File: src/design/b64sc_pkg.sv
package b64sc_pkg;

  // Direction codes held in the mode register
  localparam logic MODE_ENCODE = 1'b0;
  localparam logic MODE_DECODE = 1'b1;

  // Padding character '='
  localparam logic [7:0] PAD_CHAR = 8'h3D;

  // Most results one group can give
  localparam int unsigned RES_MAX = 4;

  // One finished group, passed from the front to the back.
  // sym[0] goes out first; keep marks the results that are given.
  typedef struct packed {
    logic [RES_MAX-1:0][7:0] sym;
    logic [RES_MAX-1:0]      keep;
    logic                    bad;
  } group_t;

  // Character classification result
  typedef struct packed {
    logic       ok;
    logic [5:0] val;
  } sextet_t;

  // Alphabet: sextet to character
  function automatic logic [7:0] alpha_char(input logic [5:0] v);
    logic [7:0] c;
    if (v < 6'd26) begin
      c = 8'h41 + {2'b00, v};
    end else if (v < 6'd52) begin
      c = 8'h61 + {2'b00, v} - 8'd26;
    end else if (v < 6'd62) begin
      c = 8'h30 + {2'b00, v} - 8'd52;
    end else if (v == 6'd62) begin
      c = 8'h2B;
    end else begin
      c = 8'h2F;
    end
    return c;
  endfunction

  // Reverse alphabet: character to sextet, ok low when outside the alphabet
  function automatic sextet_t sextet_of(input logic [7:0] c);
    sextet_t s;
    s.ok  = 1'b1;
    s.val = '0;
    if (c inside {[8'h41:8'h5A]}) begin
      s.val = 6'(c - 8'h41);
    end else if (c inside {[8'h61:8'h7A]}) begin
      s.val = 6'(c - 8'h61 + 8'd26);
    end else if (c inside {[8'h30:8'h39]}) begin
      s.val = 6'(c - 8'h30 + 8'd52);
    end else if (c == 8'h2B) begin
      s.val = 6'd62;
    end else if (c == 8'h2F) begin
      s.val = 6'd63;
    end else begin
      s.ok = 1'b0;
    end
    return s;
  endfunction

endpackage

File: src/design/b64sc_queue.sv
module b64sc_queue #(
  parameter int DEPTH = 2
) (
  input  logic              clk,
  input  logic              rst,
  input  logic              push,
  input  b64sc_pkg::group_t push_data,
  output logic              full,
  input  logic              pop,
  output b64sc_pkg::group_t pop_data,
  output logic              empty
);

  localparam int IW = (DEPTH > 1) ? $clog2(DEPTH) : 1;
  localparam int CW = $clog2(DEPTH + 1);
  localparam logic [IW-1:0] LAST_IDX = IW'(DEPTH - 1);

  b64sc_pkg::group_t mem [DEPTH];
  logic [IW-1:0] wr_ptr;
  logic [IW-1:0] rd_ptr;
  logic [CW-1:0] count;

  // Pointers and fill level
  always_ff @(posedge clk) begin
    if (rst) begin
      wr_ptr <= '0;
      rd_ptr <= '0;
      count  <= '0;
    end else begin
      if (push) begin
        wr_ptr <= (wr_ptr == LAST_IDX) ? '0 : wr_ptr + 1'b1;
      end
      if (pop) begin
        rd_ptr <= (rd_ptr == LAST_IDX) ? '0 : rd_ptr + 1'b1;
      end
      case ({push, pop})
        2'b10:   count <= count + 1'b1;
        2'b01:   count <= count - 1'b1;
        default: count <= count;
      endcase
    end
  end

  // Storage
  always_ff @(posedge clk) begin
    if (push) begin
      mem[wr_ptr] <= push_data;
    end
  end

  assign pop_data = mem[rd_ptr];
  assign full     = (count == CW'(DEPTH));
  assign empty    = (count == '0);

endmodule

File: src/design/b64sc_front.sv
module b64sc_front (
  input  logic              clk,
  input  logic              rst,
  input  logic              cfg_write,
  input  logic              direction_mode,
  input  logic              in_valid,
  output logic              in_ready,
  input  logic [7:0]        in_symbol,
  input  logic              last_in,
  output logic              q_push,
  output b64sc_pkg::group_t q_data,
  input  logic              q_full
);

  logic        mode;
  logic [23:0] group_bits;
  logic [1:0]  group_count;
  logic [3:0]  pad_marks;
  logic        bad_seen;

  logic        accept;
  logic [2:0]  n_items;

  logic [23:0] enc_bits;
  logic        enc_done;
  b64sc_pkg::group_t enc_grp;

  b64sc_pkg::sextet_t sx;
  logic        is_pad;
  logic [5:0]  dec_v;
  logic [23:0] dec_bits;
  logic [3:0]  dec_pad;
  logic [3:0]  pad_full;
  logic        dec_bad;
  logic        dec_done;
  logic [2:0][7:0] dec_bytes;
  b64sc_pkg::group_t dec_grp;

  logic        done;
  logic [23:0] group_bits_next;
  logic [3:0]  pad_marks_next;
  logic        bad_seen_next;

  assign in_ready = !q_full;
  assign accept   = in_valid && in_ready;
  assign n_items  = {1'b0, group_count} + 3'd1;

  // Encode: place the byte and map the group to four characters
  always_comb begin
    enc_bits = group_bits;
    case (group_count)
      2'd0:    enc_bits[23:16] = in_symbol;
      2'd1:    enc_bits[15:8]  = group_bits[15:8] | in_symbol;
      default: enc_bits[7:0]   = group_bits[7:0] | in_symbol;
    endcase
    enc_done       = (n_items >= 3'd3) || last_in;
    enc_grp.sym[0] = b64sc_pkg::alpha_char(enc_bits[23:18]);
    enc_grp.sym[1] = b64sc_pkg::alpha_char(enc_bits[17:12]);
    enc_grp.sym[2] = (n_items >= 3'd2) ? b64sc_pkg::alpha_char(enc_bits[11:6])
                                       : b64sc_pkg::PAD_CHAR;
    enc_grp.sym[3] = (n_items >= 3'd3) ? b64sc_pkg::alpha_char(enc_bits[5:0])
                                       : b64sc_pkg::PAD_CHAR;
    enc_grp.keep   = 4'b1111;
    enc_grp.bad    = 1'b0;
  end

  // Decode: classify the character, place the sextet, work out surviving bytes
  always_comb begin
    sx       = b64sc_pkg::sextet_of(in_symbol);
    is_pad   = (in_symbol == b64sc_pkg::PAD_CHAR);
    dec_v    = (is_pad || !sx.ok) ? 6'd0 : sx.val;
    dec_bad  = bad_seen || (!is_pad && !sx.ok);
    dec_pad  = pad_marks | ({3'b000, is_pad} << group_count);
    dec_bits = group_bits;
    case (group_count)
      2'd0:    dec_bits[23:18] = dec_v;
      2'd1:    dec_bits[17:12] = dec_v;
      2'd2:    dec_bits[11:6]  = dec_v;
      default: dec_bits[5:0]   = dec_v;
    endcase
    dec_done = (group_count == 2'd3) || last_in;
    // a short final group counts as padded
    for (int k = 0; k < 4; k++) begin
      pad_full[k] = dec_pad[k] || (3'(k) >= n_items);
    end
    dec_bytes[0] = dec_bits[23:16];
    dec_bytes[1] = dec_bits[15:8];
    dec_bytes[2] = dec_bits[7:0];
    for (int k = 0; k < 3; k++) begin
      dec_grp.sym[k]  = dec_bytes[k];
      dec_grp.keep[k] = (dec_bytes[k] != 8'd0) || !(pad_full[k] || pad_full[k+1]);
    end
    dec_grp.sym[3]  = 8'd0;
    dec_grp.keep[3] = 1'b0;
    dec_grp.bad     = dec_bad;
  end

  // Mode select
  always_comb begin
    if (mode == b64sc_pkg::MODE_DECODE) begin
      done            = dec_done;
      q_data          = dec_grp;
      group_bits_next = dec_bits;
      pad_marks_next  = dec_pad;
      bad_seen_next   = dec_bad;
    end else begin
      done            = enc_done;
      q_data          = enc_grp;
      group_bits_next = enc_bits;
      pad_marks_next  = pad_marks;
      bad_seen_next   = bad_seen;
    end
  end

  // A group with no surviving result is dropped here
  assign q_push = accept && done && (|q_data.keep) && !cfg_write;

  // Group state
  always_ff @(posedge clk) begin
    if (rst) begin
      mode        <= b64sc_pkg::MODE_ENCODE;
      group_bits  <= '0;
      group_count <= '0;
      pad_marks   <= '0;
      bad_seen    <= 1'b0;
    end else if (cfg_write) begin
      mode        <= direction_mode;
      group_bits  <= '0;
      group_count <= '0;
      pad_marks   <= '0;
      bad_seen    <= 1'b0;
    end else if (accept) begin
      if (done) begin
        group_bits  <= '0;
        group_count <= '0;
        pad_marks   <= '0;
        bad_seen    <= 1'b0;
      end else begin
        group_bits  <= group_bits_next;
        group_count <= n_items[1:0];
        pad_marks   <= pad_marks_next;
        bad_seen    <= bad_seen_next;
      end
    end
  end

endmodule

File: src/design/b64sc_back.sv
module b64sc_back (
  input  logic              clk,
  input  logic              rst,
  input  logic              q_empty,
  input  b64sc_pkg::group_t q_data,
  output logic              q_pop,
  output logic              out_valid,
  input  logic              out_ready,
  output logic [7:0]        out_symbol,
  output logic              run_end,
  output logic              bad_symbol
);

  b64sc_pkg::group_t cur;
  logic [3:0] cur_mask;
  logic [1:0] sel;
  logic [3:0] rest;
  logic       emit;

  // Next result to send: lowest pending position
  always_comb begin
    if (cur_mask[0]) begin
      sel = 2'd0;
    end else if (cur_mask[1]) begin
      sel = 2'd1;
    end else if (cur_mask[2]) begin
      sel = 2'd2;
    end else begin
      sel = 2'd3;
    end
    rest = cur_mask & ~(4'b0001 << sel);
  end

  assign emit  = (|cur_mask) && (!out_valid || out_ready);
  // refill as the last result of the group leaves, so groups run back to back
  assign q_pop = !q_empty && (!(|cur_mask) || (emit && (rest == 4'd0)));

  // Control
  always_ff @(posedge clk) begin
    if (rst) begin
      cur_mask  <= '0;
      out_valid <= 1'b0;
    end else begin
      if (q_pop) begin
        cur_mask <= q_data.keep;
      end else if (emit) begin
        cur_mask <= rest;
      end
      if (emit) begin
        out_valid <= 1'b1;
      end else if (out_ready) begin
        out_valid <= 1'b0;
      end
    end
  end

  // Payload
  always_ff @(posedge clk) begin
    if (q_pop) begin
      cur <= q_data;
    end
    if (emit) begin
      out_symbol <= cur.sym[sel];
      run_end    <= (rest == 4'd0);
      bad_symbol <= cur.bad;
    end
  end

endmodule

File: src/design/base64_stream_codec.sv
// Streaming base64 codec. direction_mode (written with cfg_write, which also
// clears any partly gathered group) selects encode (0) or decode (1). Input
// words are taken at one per cycle while the group queue has room; a word that
// completes a group, or is marked last_in, queues that group's results. The
// output side sends one word per cycle from its output register while results
// wait and the receiver takes them. Throughput is set by the output port when
// encoding (four characters per three bytes) and by the input port when
// decoding, as a group of four characters gives at most three bytes. A group
// passes through the queue and the back's group register before its first
// result is registered and out_valid rises. run_end marks each group's last word;
// bad_symbol flags decoded bytes of a group holding a character outside the alphabet.
module base64_stream_codec #(
  parameter int QUEUE_DEPTH = 2
) (
  input  logic       clk,
  input  logic       rst,
  input  logic       cfg_write,
  input  logic       direction_mode,
  input  logic       in_valid,
  output logic       in_ready,
  input  logic [7:0] in_symbol,
  input  logic       last_in,
  output logic       out_valid,
  input  logic       out_ready,
  output logic [7:0] out_symbol,
  output logic       run_end,
  output logic       bad_symbol
);

  b64sc_pkg::group_t push_data;
  b64sc_pkg::group_t pop_data;
  logic push;
  logic pop;
  logic full;
  logic empty;

  // Front: gather and classify
  b64sc_front u_front (
    .clk            (clk),
    .rst            (rst),
    .cfg_write      (cfg_write),
    .direction_mode (direction_mode),
    .in_valid       (in_valid),
    .in_ready       (in_ready),
    .in_symbol      (in_symbol),
    .last_in        (last_in),
    .q_push         (push),
    .q_data         (push_data),
    .q_full         (full)
  );

  // Group queue
  b64sc_queue #(
    .DEPTH (QUEUE_DEPTH)
  ) u_queue (
    .clk       (clk),
    .rst       (rst),
    .push      (push),
    .push_data (push_data),
    .full      (full),
    .pop       (pop),
    .pop_data  (pop_data),
    .empty     (empty)
  );

  // Back: send results
  b64sc_back u_back (
    .clk        (clk),
    .rst        (rst),
    .q_empty    (empty),
    .q_data     (pop_data),
    .q_pop      (pop),
    .out_valid  (out_valid),
    .out_ready  (out_ready),
    .out_symbol (out_symbol),
    .run_end    (run_end),
    .bad_symbol (bad_symbol)
  );

endmodule

File: config.mk
export PLATFORM = sky130hd
export DESIGN_NAME = base64_stream_codec
export DESIGN_NICKNAME = d
export VERILOG_FILES = /design/src/design/b64sc_pkg.sv /design/src/design/b64sc_queue.sv /design/src/design/b64sc_front.sv /design/src/design/b64sc_back.sv /design/src/design/base64_stream_codec.sv
export SDC_FILE = /design/constraint.sdc
export NUM_CORES = 1
export LEC_CHECK = 0
export ABC_AREA = 1
export BUFFER_PORTS_ARGS = -buffer_cell sky130_fd_sc_hd__buf_2
export CAP_MARGIN = 20
export CORE_MARGIN = 8
export CORE_UTILIZATION = 55
export CTS_CLUSTER_DIAMETER = 30
export DETAILED_ROUTE_END_ITERATION = 8
export PLACE_DENSITY = 0.68
export SKIP_LAST_GASP = 1
export SYNTH_ARGS = -nofsm -noshare
export SYNTH_HDL_FRONTEND = slang
export SYNTH_HIERARCHICAL = 1
export SYNTH_SLANG_ARGS = --single-unit
File: constraint.sdc
create_clock -name clk -period 8.15 [get_ports clk]
set_input_delay 1.63 -clock clk [delete_from_list [all_inputs] [get_ports clk]]
set_output_delay 1.63 -clock clk [all_outputs]
set_load 0.005 [all_outputs]
==> results of run 1 <==
## cell families (layout without fill, tap and decap cells)
family	after synthesis	in the layout	synth area share, %
adders and majority gates	37	37	4.866
AOI/OAI and AO/OA	199	199	12.32
and+or+nand+nor	448	448	20.46
buffers and inverters	161	191	7.325
muxes	45	45	6.405
DFF	159	159	45.77
xor gates and xnor gates	31	31	2.854
## registers in the layout, summed over array words and instances (netlist names), 2 cells and up, named ones only
signal,cells
u_front/group_bits,24
u_queue/mem,74
u_front/group_count,2
u_back/cur_mask,4
u_queue/count,2
u_front/pad_marks,4
u_back/out_symbol,8
u_back/cur,33
## cells in the final DEF, fill, tap and decap left out, drive strengths merged, types with 19 or more instances in the layout
cell type and instances:
a21oi 68, buf 33, clkbuf 19, dfxtp 42, edfxtp 117, ha 37
inv 131, mux2 37, nand2 286, nand3 58, nor2 82, o211ai 20
o21ai 79
## layout make-up
class                   count  area share (%)
clock buffers              19           4.267
clock inverters            13           1.471
inverters                 126           4.556
multi-input cells         760           43.14
flip-flops and latches    159           41.97
well taps                 225           2.712
repair buffers             33           1.880
## worst max-delay path by stage
stage	endpoint	cells after the start
global route	u_queue/count[1]$_SDFFE_PP0P_	28
CTS	u_queue/mem[0][1]$_DFFE_PP_	22
floorplan	u_queue/mem[0][0]$_DFFE_PP_	23
finish	u_queue/mem[1][12]$_DFFE_PP_	23
global placement	u_queue/mem[0][13]$_DFFE_PP_	22
detailed placement	u_queue/mem[0][13]$_DFFE_PP_	22
## per-stage QoR
stage	total power, uW	util, %	hold slack [ps]	setup WS [ps]
2_1_floorplan	1740	-	400.3	2656
3_3_place_gp	1902	57.05	401.8	3024
3_5_place_dp	1920	57.05	417.7	2922
4_1_cts	2721	60.53	433.9	3392
5_1_grt	2840	60.64	450.7	3421
6_report	2697	60.64	428.2	3720
## layer usage
layer / routed length [um] / GRT usage [%] / up-vias
li1: - / - / 3675
met1: 9905 / 27.36 / 3560
met2: 10650 / 33.94 / 274
met3: 1421 / 4.891 / 38
met4: 553 / 7.751 / 0
met5: 0 / 0 / -
## where the power goes
group	switching (uW)	internal [uW]	leakage, uW
Sequential	56.2	1080	0.00140
Combinational	490	276	0.00262
Clock	332	465	0.000275
## critical path: cells and delay by family
family        cells  cell delay, ps
buf+inv           6            1010
simple gates     16            1580
fa+ha+maj         1             240
==> results.ini, run 1 <==
[run_status]
outcome = finished clean

[power]
cellPowerDensity_nw_per_um2 = 259.9
irDropWorstVdd_mv = 0.2580
cellLeakagePower_uw = 0.004298

[detailed_routing]
detailroute.via_count = 7547
tritonroute_pass_1_iters = 6
vias_per_cell = 5.653
first_iter_violations = 822
route.detailed.drc = 0
wirelength_mm = 22.53
antenna_violating_nets_post_route = 0
avgRoutedWirePerCell_um = 16.88

[global_routing]
wire_length_of_the_first_global_routing_pass_mm = 36.76
overall_routing_resource_usage_pct = 21.12
grt_max_degree = 63
antenna_found_initial = 1
grt.overflow.total = 0
first_global_vias = 7179

[timing]
slew_headroom_pct = 29.18
fin_tns_setup_ps = 0
tightest_slew_ps = 1061
hold_viol = 0
slew_violations = 0
timing.clock.skew_ps = 15.42
fmax_mhz = 225.7
ratio_of_final_minimum_period_to_clock_period_pct = 54.36
post_route_minimum_period_ps = 4430
setup_repair_after_global_routing_missed_its_margin = false
finalSetupViolations = 0

[setup_path]
worstReg2RegEnd = u_queue/mem[0][7]$_DFFE_PP_
cpMaxStageDelayCell = sky130_fd_sc_hd__buf_4
worstSetupStartpoint = in_symbol[0]
timing.rr.start = u_front/group_count[0]$_SDFFE_PP0P_
timing.critical_path.slowest_cell_delay_ps = 420
setup.worst_path.start_class = primary input
r2r_cells = 15
worst_setup_path_end_kind = register
worstPathCellList = buf_2, inv_1, ha_1, inv_1, nand2_1, nand3_1, nor2_1, nor2_2, nand2_2, nand3_4, nand2_4, nor2_4, nand2_1, nand2_1, nor2_1, nand2_1, nor2_1, nand3_1, nand2_1, inv_1, nand2_1, inv_1, buf_4
worst-path-max-fanout = 38
worst-endpoint-arrival_ps = 4490
cp_data_required_time_ps = 8210
setup.reg_to_reg.worst_slack_ps = 4130
worst_path_most_repeated_cell = sky130_fd_sc_hd__nand2_1
path_class = in -> reg

[synth]
yosys_warnings = 6
synth_area_leaders = sky130_fd_sc_hd__edfxtp_1 (37%), sky130_fd_sc_hd__nand2_1 (11%), sky130_fd_sc_hd__dfxtp_1 (8.8%)
synth-seq-cells = 159
synth_enable_flop_cells = 117
async_flop_share_pct = 0
yosys_most_used_dff = sky130_fd_sc_hd__edfxtp_1
syn_nets = 1132
post_synth_instance_area_sq_um = 9514
synth_area_per_cell_sq_um = 8.809
post_synth_num_cell_types = 54
synth_most_common_cell = sky130_fd_sc_hd__nand2_1
synth_top_cell_area_share_pct = 36.93
share_of_synthesized_area_occupied_by_flip_flops_and_latches_pct = 45.77
synthTopCellsByCount = sky130_fd_sc_hd__nand2_1 (272), sky130_fd_sc_hd__edfxtp_1 (117), sky130_fd_sc_hd__inv_1 (117), sky130_fd_sc_hd__nor2_1 (69), sky130_fd_sc_hd__a21oi_1 (64)
synthCells = 1080
netlist.top_cell.by_area = sky130_fd_sc_hd__edfxtp_1

[min_path]
hold_path_startpoint = u_back/cur[0]$_DFFE_PP_
hold_path_depth = 0
timing.hold.worst.class = reg -> reg
worst_hold_path.endpoint = u_back/bad_symbol$_DFFE_PP_

[floorplan]
floorplan.core_area_sq_um = 17120
die_height_um = 147.5
initial_utilization_pct = 55.58
floorplan.die.width_um = 147.5
floorplan.die_area_sq_um = 21760
fp-row-count = 48
io_pins = 27

[clocking]
maximum_level_of_the_cts_h_tree = 4
setup_fix_bufs_post_cts = 0
cts_hold_repair.buffers = 0
post_cts_sizing = 0
cts_tree = done
clock_transition_at_the_registers_of_the_reported_paths_ps = 70
cts.sinks = 159
cts_buffer_depth = 2
cts_buffers = 17
cts.root.buffer_cell = sky130_fd_sc_hd__clkbuf_16
worst_skew_pair.late_latency_ps = 430

[finish]
seqCellArea_sq_um = 4357
finish.instance_area_sq_um = 10380
final_layout_size_suffix_gt1_share_pct = 13.96
area_used_by_multi_input_combinational_logic_sq_um = 4478
area_growth_pct = 9.101
final_cell_count_no_fill = 1335
antenna_cells = 0
fill_cells = 1490
nNetsFinal = 1149

[placement]
detailed_place_hpwl_mm = 16.17
placed_cells_incl_taps = 1302
dpl_cell_area_sq_um = 9764
place.gp.congestion = 0.9481
io_buffers = 26

[job]
cap_viol_max_count = 0

Note: power is estimated with default switching activity, not from simulation.
==> run 2, diff against run 1 <==
==> constraint.sdc (replaced) <==
create_clock -name clk -period 4.6 [get_ports clk]
set_input_delay 0.92 -clock clk [delete_from_list [all_inputs] [get_ports clk]]
set_output_delay 0.92 -clock clk [all_outputs]
set_load 0.005 [all_outputs]
==> run 2 against run 1 <==
  * Die area unchanged
  * Design area is 0.34% higher
  * Sequential share of layout area decreased by 0.14 points
  * Count of clock-buffer cells in the layout shrank 2
  * Global-route usage fell by 0.46 points
  * Critical path depth is 5 higher
  * Cell count increased by 0.37%
==> results.ini, run 2 (synthesized netlist as in run 1, its figures left out) <==
[run_status]
outcome = finished clean

[clocking]
cts.sinks = 159
cts.root.buffer_cell = sky130_fd_sc_hd__clkbuf_16
setup_fix_bufs_post_cts = 0
cts_tree = done
cts_buffer_depth = 2
worst_skew_pair.late_latency_ps = 420
cts_buffers = 17
cts_hold_repair.buffers = 0
clock_transition_at_the_registers_of_the_reported_paths_ps = 60
post_cts_sizing = 0
maximum_level_of_the_cts_h_tree = 4

[min_path]
worst_hold_path.endpoint = u_back/bad_symbol$_DFFE_PP_
hold_path_startpoint = u_back/cur[0]$_DFFE_PP_
hold_path_depth = 0
timing.hold.worst.class = reg -> reg

[finish]
finish.instance_area_sq_um = 10420
fill_cells = 1525
largest_register = u_queue/mem
area_growth_pct = 9.469
largest_reg_flops = 74
layout_top_registers = u_queue/mem x74, u_back/cur x33, u_front/group_bits x24
nNetsFinal = 1154
seqCellArea_sq_um = 4357
antenna_cells = 0
most-common-layout-cells = sky130_fd_sc_hd__nand2_1 (272), sky130_fd_sc_hd__inv_1 (117), sky130_fd_sc_hd__edfxtp_1 (117)
area_used_by_multi_input_combinational_logic_sq_um = 4478
final_layout_size_suffix_gt1_share_pct = 14.44
utilization_pct = 60.85
final_common_cell = sky130_fd_sc_hd__nand2_1

[floorplan]
floorplan.die_area_sq_um = 21760
io_pins = 27
die_height_um = 147.5
fp-row-count = 48
floorplan.core_area_sq_um = 17120
initial_utilization_pct = 55.58
floorplan.die.width_um = 147.5

[setup_path]
worst-endpoint-arrival_ps = 4080
setup.reg_to_reg.worst_slack_ps = 980
r2r_cells = 14
cp_data_required_time_ps = 4960
worst-path-max-fanout = 11
path_class = in -> reg
worstReg2RegEnd = u_queue/mem[1][33]$_DFFE_PP_
setup.worst_path.start_class = primary input
timing.rr.start = u_front/group_count[1]$_SDFFE_PP0P_
worst_setup_path_end_kind = register

[power]
cellPowerDensity_nw_per_um2 = 453.9
cellLeakagePower_uw = 0.004330
irDropWorstVdd_mv = 0.3967

[timing]
slew_headroom_pct = 25.70
finalSetupViolations = 0
post_route_minimum_period_ps = 3722
ratio_of_final_minimum_period_to_clock_period_pct = 80.91
fmax_mhz = 268.7
hold_viol = 0
timing.clock.skew_ps = 10.93
setup_repair_after_global_routing_missed_its_margin = false
slew_violations = 0
fin_tns_setup_ps = 0
tightest_slew_ps = 1113

[detailed_routing]
first_iter_violations = 816
wirelength_mm = 22.15
avgRoutedWirePerCell_um = 16.53
tritonroute_pass_1_iters = 5
route.detailed.drc = 0
antenna_violating_nets_post_route = 0
detailroute.via_count = 7436
vias_per_cell = 5.549

[global_routing]
grt_max_degree = 62
globalRouteMet2Util_pct = 33.56
antenna_found_initial = 0
gr-usage-met3_pct = 3.883
wire_length_of_the_first_global_routing_pass_mm = 35.78
global_route.peak_usage_layer = met2
overall_routing_resource_usage_pct = 20.67
grt_use_met1_pct = 27.53
grt.overflow.total = 0
first_global_vias = 6877

[job]
cap_viol_max_count = 0

[placement]
io_buffers = 26
detailed_place_hpwl_mm = 16.12
dpl_cell_area_sq_um = 9834
place.gp.congestion = 0.9492

-- run 2: changes by cell type in the layout (fill, tap and decap cells not counted), sizes merged --
| cell | previous run | this run |
|---|---|---|
| buf | 33 | 38 |
| bufinv | 2 | 1 |
| inv | 131 | 132 |
| clkbuf | 19 | 17 |
| clkinvlp | 5 | 2 |
| clkinv | 1 | 6 |
-- run 2: layout make-up --
type / instances / share of cell area, %
inverter: 126 / 4.541
multi-input combinational: 760 / 43.00
tap: 225 / 2.703
clock inverter: 15 / 1.490
sequential: 159 / 41.83
timing repair buffer: 38 / 2.355
clock buffer: 17 / 4.085
-- run 2: layer usage --
layer	part of all wire (%)	wire length, um
met1	45	10040
met2	48	10540
met3	5.5	1220
met4	1.6	346
met5	0	0
-- run 2: through the flow --
stage | worst slack [ps] | cells | hold WS [ps] | total power [uW]
6_report | 878.0 | 1340 | 425.3 | 4728
5_1_grt | 513.6 | 1340 | 431.1 | 4989
4_1_cts | 909.8 | 1340 | 432.5 | 4777
3_5_place_dp | 481.1 | 1308 | 416.4 | 3407
3_3_place_gp | 562.2 | 1308 | 400.9 | 3385
2_1_floorplan | 444.1 | 1080 | 400.3 | 3082
-- run 2: worst max-delay path by stage --
stage,start,end,slack (ps),depth (start not counted)
6_report,in_symbol[2],u_queue/count[1]$_SDFFE_PP0P_,880,28
5_1_grt,in_symbol[2],u_queue/count[1]$_SDFFE_PP0P_,510,28
3_3_place_gp,in_symbol[2],u_queue/count[1]$_SDFFE_PP0P_,560,28
3_5_place_dp,in_symbol[2],u_queue/count[1]$_SDFFE_PP0P_,480,28
4_1_cts,in_symbol[2],u_queue/count[1]$_SDFFE_PP0P_,910,28
2_1_floorplan,in_symbol[2],u_queue/mem[0][0]$_DFFE_PP_,440,23
-- run 2: power breakdown --
group	leakage, uW	total (uW)	switching, uW	internal, uW
Clock	0.000281	1370	605	763
Sequential	0.00140	2000	92.6	1910
Combinational	0.00265	1360	867	491
Total	0.00433	4730	1560	3160
-- run 2: critical path: stages --
cell and delay, ps:
sky130_fd_sc_hd__buf_2 230, sky130_fd_sc_hd__inv_1 180, sky130_fd_sc_hd__ha_1 310, sky130_fd_sc_hd__nand2_1 90
sky130_fd_sc_hd__inv_1 40, sky130_fd_sc_hd__nand3_1 80, sky130_fd_sc_hd__nand2_2 110, sky130_fd_sc_hd__nand2_1 110
sky130_fd_sc_hd__nand2_2 110, sky130_fd_sc_hd__nand2_1 100, sky130_fd_sc_hd__nand3_1 70, sky130_fd_sc_hd__nand2_1 150
sky130_fd_sc_hd__nand2_1 110, sky130_fd_sc_hd__nand2_1 90, sky130_fd_sc_hd__nand3_1 70, sky130_fd_sc_hd__nor2_1 90
sky130_fd_sc_hd__nand2_1 60, sky130_fd_sc_hd__nor2_1 170, sky130_fd_sc_hd__nand3_1 120, sky130_fd_sc_hd__nand2_1 70
sky130_fd_sc_hd__inv_1 60, sky130_fd_sc_hd__inv_1 110, sky130_fd_sc_hd__ha_1 270, sky130_fd_sc_hd__inv_1 80
sky130_fd_sc_hd__nand2_1 50, sky130_fd_sc_hd__nor2_1 80, sky130_fd_sc_hd__nor2_1 50, sky130_fd_sc_hd__nor2_1 100
